[config.mk]
export PLATFORM = sky130hd
export DESIGN_NAME = osq_cell
export DESIGN_NICKNAME = d
export VERILOG_FILES = /design/src/rtl/osq_pkg.sv /design/src/rtl/osq_cell.sv
export SDC_FILE = /design/constraint.sdc
export NUM_CORES = 1
export LEC_CHECK = 0
export BUFFER_PORTS_ARGS = -buffer_cell sky130_fd_sc_hd__buf_2
export CORE_AREA = 3 3 165 167
export DETAILED_ROUTE_END_ITERATION = 10
export DIE_AREA = 0 0 168 170
export PLACE_DENSITY = 0.58
export SLEW_MARGIN = 15
export SYNTH_ARGS = -nofsm -noshare
export SYNTH_HDL_FRONTEND = slang
export SYNTH_SLANG_ARGS = --single-unit
[constraint.sdc]
create_clock -name clk -period 7.8 [get_ports clk]
set_clock_uncertainty 0.1 [all_clocks]
set_input_delay 1.56 -clock clk [delete_from_list [all_inputs] [get_ports clk]]
set_output_delay 1.56 -clock clk [all_outputs]
set_load 0.03 [all_outputs]
[src/rtl/osq_pkg.sv]
// Shared types and constants of the ordered timer queue.
package osq_pkg;

    localparam int NUM_TIMERS = 16;
    localparam int ID_W       = 4;
    localparam int TICK_W     = 32;
    localparam int OP_W       = 2;

    // Operation codes
    localparam logic [OP_W-1:0] OP_ADVANCE = 2'd0;
    localparam logic [OP_W-1:0] OP_START   = 2'd1;
    localparam logic [OP_W-1:0] OP_STOP    = 2'd2;
    localparam logic [OP_W-1:0] OP_RUN     = 2'd3;

    // Cell commands
    localparam logic [2:0] CMD_HOLD       = 3'd0;
    localparam logic [2:0] CMD_TAKE_RIGHT = 3'd1;
    localparam logic [2:0] CMD_TAKE_LEFT  = 3'd2;
    localparam logic [2:0] CMD_LOAD       = 3'd3;
    localparam logic [2:0] CMD_MARK       = 3'd4;

    typedef struct packed {
        logic              valid;
        logic [ID_W-1:0]   id;
        logic              periodic;
        logic              expired;
        logic [TICK_W-1:0] expiry;
        logic [TICK_W-1:0] period;
    } entry_t;

    typedef struct packed {
        logic [2:0]        cmd;
        entry_t            load;
        logic [ID_W-1:0]   target;
        logic [TICK_W-1:0] now;
        logic [TICK_W-1:0] pending;
        logic [TICK_W-1:0] key;
    } cell_ctrl_t;

    typedef struct packed {
        logic              match;
        logic              stop;
        logic              due;
        logic [TICK_W-1:0] left;
    } cell_stat_t;

endpackage

[src/rtl/osq_cell.sv]
// One queue position: holds an entry and shifts it to either neighbor.
module osq_cell (
    input  logic                clk,
    input  logic                rst_n,
    input  osq_pkg::cell_ctrl_t ctrl,
    input  osq_pkg::entry_t     from_left,
    input  osq_pkg::entry_t     from_right,
    output osq_pkg::entry_t     entry,
    output osq_pkg::cell_stat_t stat
);
    import osq_pkg::*;

    logic              valid_reg;
    logic              valid_next;
    entry_t            data_reg;
    entry_t            data_next;
    logic [TICK_W-1:0] rem;

    // Pick the next content
    always_comb
    begin
        valid_next = valid_reg;
        data_next  = data_reg;
        unique case (ctrl.cmd)
            CMD_TAKE_RIGHT:
            begin
                valid_next = from_right.valid;
                data_next  = from_right;
            end
            CMD_TAKE_LEFT:
            begin
                valid_next = from_left.valid;
                data_next  = from_left;
            end
            CMD_LOAD:
            begin
                valid_next = 1'b1;
                data_next  = ctrl.load;
            end
            CMD_MARK:
            begin
                data_next.expired = 1'b1;
            end
            default:
            begin
                valid_next = valid_reg;
            end
        endcase
    end

    always_ff @(posedge clk or negedge rst_n)
    begin
        if (!rst_n)
        begin
            valid_reg <= 1'b0;
        end
        else
        begin
            valid_reg <= valid_next;
        end
    end

    always_ff @(posedge clk)
    begin
        data_reg <= data_next;
    end

    // Report remaining ticks and compare flags
    assign rem = data_reg.expiry - ctrl.now;

    always_comb
    begin
        entry       = data_reg;
        entry.valid = valid_reg;
        stat.left   = (!data_reg.expired && rem > ctrl.pending) ? rem - ctrl.pending : '0;
        stat.match  = valid_reg && (data_reg.id == ctrl.target);
        stat.stop   = !valid_reg || (ctrl.key < stat.left);
        stat.due    = valid_reg && (data_reg.expired || rem <= ctrl.pending);
    end

endmodule

* Word level (Yosys, flattened, before mapping)
Index checks and enable logic that the tools add are counted.
W data, S select, Z words.
** Storage, ports and cells
- Register bits :: 71
- Bits of input ports :: 318
- Output and inout bits :: 106
** Cells by class
- Equal/unequal tests :: 5
- Add/sub/neg operators :: 2
- Reduce and logical (&&, ||, !) cells :: 9
- Order comparisons :: 3
- Mux-type cells :: 5
** Operators by type and width (number)
- $pmux W64 S3 :: 1
- $sub A32 B32 Y32 :: 2
- $gt A32 B32 Y1 :: 1
- $le A32 B32 Y1 :: 1
- $lt A32 B32 Y1 :: 1
- $mux W32 :: 1
- $pmux W5 S3 :: 1
- $eq A3 B2 Y1 const B :: 2
- $eq A4 B4 Y1 :: 1
- $pmux W1 S4 :: 1
- $reduce_bool A4 Y1 :: 1
- $eq A3 B1 Y1 const B :: 1
- $eq A3 B3 Y1 const B :: 1
- $logic_and A1 B1 Y1 :: 3
- $pmux W1 S3 :: 1
- $reduce_bool A3 Y1 :: 1
- $logic_not A1 Y1 :: 2
- $logic_or A1 B1 Y1 :: 2

* Longest topological paths before layout
- Depth in word-level cells :: 6
- Gate-level depth with buffers :: 30

* Worst setup path before layout
Ideal clock, no wire load.
- Path kind :: input port to output port
- Start :: input ctrl[64] (netlist name)
- End :: output stat[33] (netlist name)
- Path buffers :: 2
- Stages on the path :: 28
- Required time :: 6140 ps
- Data arrival time :: 6967 ps
- Path slack :: -827 ps
- Cell sequence :: ha_1 inv_1 fa_1 a21oi_1 o22ai_1 o31a_1 and4_1 o2111ai_1 a21boi_1 a31o_1 a311o_1 ha_1 nand4_1 nor2_1 a41oi_1 nor2b_1 a22o_1 buf_2 buf_6 nand2_1 ha_1 a21o_1 a21o_1 a21oi_1 o21ai_0 a22oi_1 o211ai_1 a31oi_1
** RTL lines
- start: declaration :: line osq_cell.sv:5 : input osq_pkg::cell_ctrl_t ctrl,
- end: declaration :: line osq_cell.sv:9 : output osq_pkg::cell_stat_t stat

==> impl_metrics.csv <==
group,metric,value,unit
cts,cts_buffers,9,
global_routing,grt_pass1_vias,8913,
routing,via_per_inst,4.68,
pwr,power_frac_seq,17.9,%
routing,ant_nets,0,
layout,nNetsFinal,1985,
placed_design,hpwl,25200,µm
routing,vias,8950,
routing,totalWireLength,29400,µm
timing,tightest_slew,1.09,ns
setup_path,r2r_cells,1,
placed_design,io_buffers,422,
pwr,peakVddDrop,110,µV
die,ios,424,
yosys,yosys_warnings,0,
placed_design,dp_slack,-0.855,ns
timing,hold_viol_final,0,
yosys,syn_nets,1382,
layout,register_area,2130,µm²
pwr,swShare,41.2,%
routing,drtIter0Drc,260,
layout,filler_cell_count,2575,
yosys,synth_top_area_cell,"edfxtp_1",
pwr,cell_internal_pwr,1.60,mW
global_routing,grt_start_max_net_pins,133,
yosys,synth_top_area_share,26.1,%
yosys,synthTopCellsByArea,"edfxtp_1 26%, ha_1 15%, mux2i_1 8.8%, o21ai_0 6.0%, nand2_1 5.5%",
die,start_util,31.1,%
pwr,power_leakage,6.75,nW
min_path,min_to,"valid_reg$_DFFE_PN0P_",
setup_path,crit_start,"ctrl[64]",
die,die_x,168,µm
yosys,syn_inst,968,
cts,cts_buffer_depth,2,
pwr,pwr_density_cell,215,nW/µm²
timing,grt_setup_unrepaired,"true",
die,die-area,28600,µm²
routing,wl_per_cell,15.3,µm
setup_path,reg2reg_to,"valid_reg$_DFFE_PN0P_",
timing,setup_viol,1,
placed_design,place_congestion,0.920,
pwr,clkPwrFrac,15.8,%
yosys,synthesis.area,8060,µm²
layout,areaGrowthSynthToFinish,57.4,%
min_path,min_path_cells,1,
routing,first_pass_iters,4,
setup_path,arrival,6.63,ns
cts,cts-root-buf,"clkbuf_16",
setup_path,crit_required,6.14,ns
setup_path,crit_path_start_kind,"input port",
timing,max_freq,0.121,GHz
layout,fin_util,48.9,%
timing,relSlewSlack,27.3,%
layout,largest_reg_flops,70,
flow_run,cap_violations,0,
setup_path,r2r_setup_slack,6.85,ns
die,coreArea,25900,µm²
timing,layout_setup_ws,-0.488,ns
pwr,comb_power_share,66.3,%
global_routing,antenna_found_initial,3,
min_path,hold_class,"flop to flop",
cts,insertion_delay,0.32,ns
die,die_h,170,µm
status,outcome,"finished with violations",
cts,clk_pin_slew,0.06,ns
cts,htreeDepth,3,
setup_path,rr_startpoint,"valid_reg$_DFFE_PN0P_",
global_routing,grt_overflow,0,
cts,cts.sinks,71,
yosys,synth-edff-count,70,
status,violations,"setup timing",
setup_path,critPathMaxFanout,7,
global_routing,grt_pass1_wl,45000,µm
layout,layout-drive-gt1-share,44.3,%
pwr,p_sw,1.12,mW
routing,drc,0,
layout,multi_input_area,5810,µm²
yosys,synth.ff_latch_count,71,
min_path,hold_start,"valid_reg$_DFFE_PN0P_",
yosys,async_flop_share,1.41,%
setup_path,crit_type,"input port to output pin",
timing,finalCritPeriodShare,106,%
die,fp-row-count,59,
yosys,ys.flop_type,"edfxtp_1",
yosys,synth_cell_types,68,
cts,postCtsHoldBufs,0,
yosys,synth.yosys.seq_area_share,26.4,%
yosys,syn_avg_cell_area,8.33,µm²
cts,cts_tree,"yes",
timing,finalCriticalPeriod,8.29,ns
setup_path,critPathCaptureType,"output pin",
timing,finalMaxSlewViolations,0,
global_routing,grt_usage,19.5,%
[Yosys cell counts (all sizes together), types with 11 or more instances]
library cell,count
ha,94
nor2,44
a21o,42
o21a,17
and2,12
clkbuf,25
o21ai,100
nand4,15
nand2b,13
mux2i,71
xnor2,37
a21oi,61
nand3,13
nand2,118
xor2,16
edfxtp,70
a31oi,12
inv,97
nor2b,11
[cell type report]
| type | count | share of cell area (%) |
|---|---|---|
| Multi-Input combinational cell | 771 | 45.8 |
| Antenna cell | 3 | 0.0592 |
| Timing Repair Buffer | 621 | 28.7 |
| Tap cell | 335 | 3.31 |
| Clock buffer | 9 | 1.78 |
| Inverter | 97 | 2.87 |
| Sequential cell | 71 | 16.8 |
| Clock inverter | 6 | 0.681 |
[worst max-delay path: stages]
cell       delay (ns)
buf_6            0.08
ha_4             0.12
inv_2            0.03
fa_2             0.34
a21oi_2          0.18
o22ai_2          0.11
o31a_1           0.31
buf_4            0.16
a31o_4           0.22
a21o_1           0.16
a21oi_2          0.12
xnor2_1          0.15
ha_2             0.32
o21a_1           0.20
o21ai_1          0.13
nand2b_1         0.11
a31o_4           0.29
a2111oi_4        0.36
a41o_1           0.17
o21ai_2          0.08
ha_1             0.32
a21o_1           0.20
a21oi_2          0.13
o21ai_1          0.07
a22oi_1          0.21
o211ai_1         0.17
a31oi_4          0.17
buf_6            0.15
[stage by stage]
| stage | cell area [µm²] | hold slack (ns) | TNS, ns | power, mW | instances |
|---|---|---|---|---|---|
| floorplan | 8180 | 0.427 | -0.247 | 1.53 | 968 |
| global placement | 12000 | 0.693 | -0.811 | 2.19 | 1886 |
| detailed placement | 12000 | 0.703 | -0.855 | 2.21 | 1886 |
| CTS | 12700 | 0.718 | -0.482 | 2.74 | 1910 |
| global route | 12700 | 0.738 | -0.809 | 2.95 | 1913 |
| finish | 12700 | 0.650 | -0.488 | 2.72 | 1913 |
[power by group through the flow]
stage / combinational [mW] / clock [mW] / sequential (mW)
detailed placement: 1.71 / 0 / 0.497
finish: 1.81 / 0.431 / 0.488
global placement: 1.69 / 0 / 0.496
global route: 1.99 / 0.461 / 0.493
floorplan: 0.968 / 0 / 0.567
CTS: 1.81 / 0.443 / 0.489
[cell families (layout without fill, tap and decap cells)]
kind of cell / Yosys count / after routing / share of synthesized area, %
buffers and inverters: 128 / 733 / 6.13
muxes: 71 / 71 / 8.82
AOI/OAI and AO/OA: 285 / 287 / 22.4
xor gates and xnor gates: 53 / 53 / 5.76
and+or+nand+nor: 264 / 264 / 15.4
DFF: 71 / 71 / 26.4
adders and majority gates: 96 / 96 / 15.1
other: 0 / 3 / 0
[layout by cell type, fill, tap and decap left out, drive strengths merged, types with 5 or more instances in the layout]
| master | instances |
|---|---|
| nand4 | 15 |
| xnor2 | 37 |
| xor2 | 16 |
| or3 | 8 |
| nor2 | 44 |
| and2 | 12 |
| clkbuf | 9 |
| buf | 621 |
| a21o | 42 |
| o21ai | 100 |
| edfxtp | 70 |
| mux2i | 71 |
| inv | 97 |
| a21oi | 61 |
| nand3 | 13 |
| and3 | 8 |
| o21bai | 7 |
| nor4 | 5 |
| a31oi | 12 |
| o211ai | 7 |
| nand2b | 13 |
| o21a | 17 |
| nand2 | 118 |
| ha | 94 |
| nor2b | 11 |
| nor3 | 8 |
[worst max-delay path by stage]
stage	end	slack (ns)	cells past startpoint
after floorplan	stat[33]	-0.25	28
after global placement	stat[33]	-0.81	30
after detailed placement	stat[33]	-0.86	30
after CTS	stat[33]	-0.48	32
after global routing	stat[33]	-0.81	30
final	stat[33]	-0.49	28
[per-layer routing]
layer	up-vias	GRT usage [%]	part of all wire (%)
met2	283	35.1	51
met5	-	0	0
li1	4706	-	-
met4	0	5.98	2.3
met1	3918	23.9	41
met3	43	3.51	5.8
[repair_timing]
action                                  4_1_cts  5_1_grt
gates resized for setup                      48        2
pin swaps                                    42        4
hold endpoints to repair                      0        0
endpoints found under the setup margin        1        1
cloned                                        2        0
setup buffers                                 7        0
Note: power is estimated with default switching activity, not from simulation.
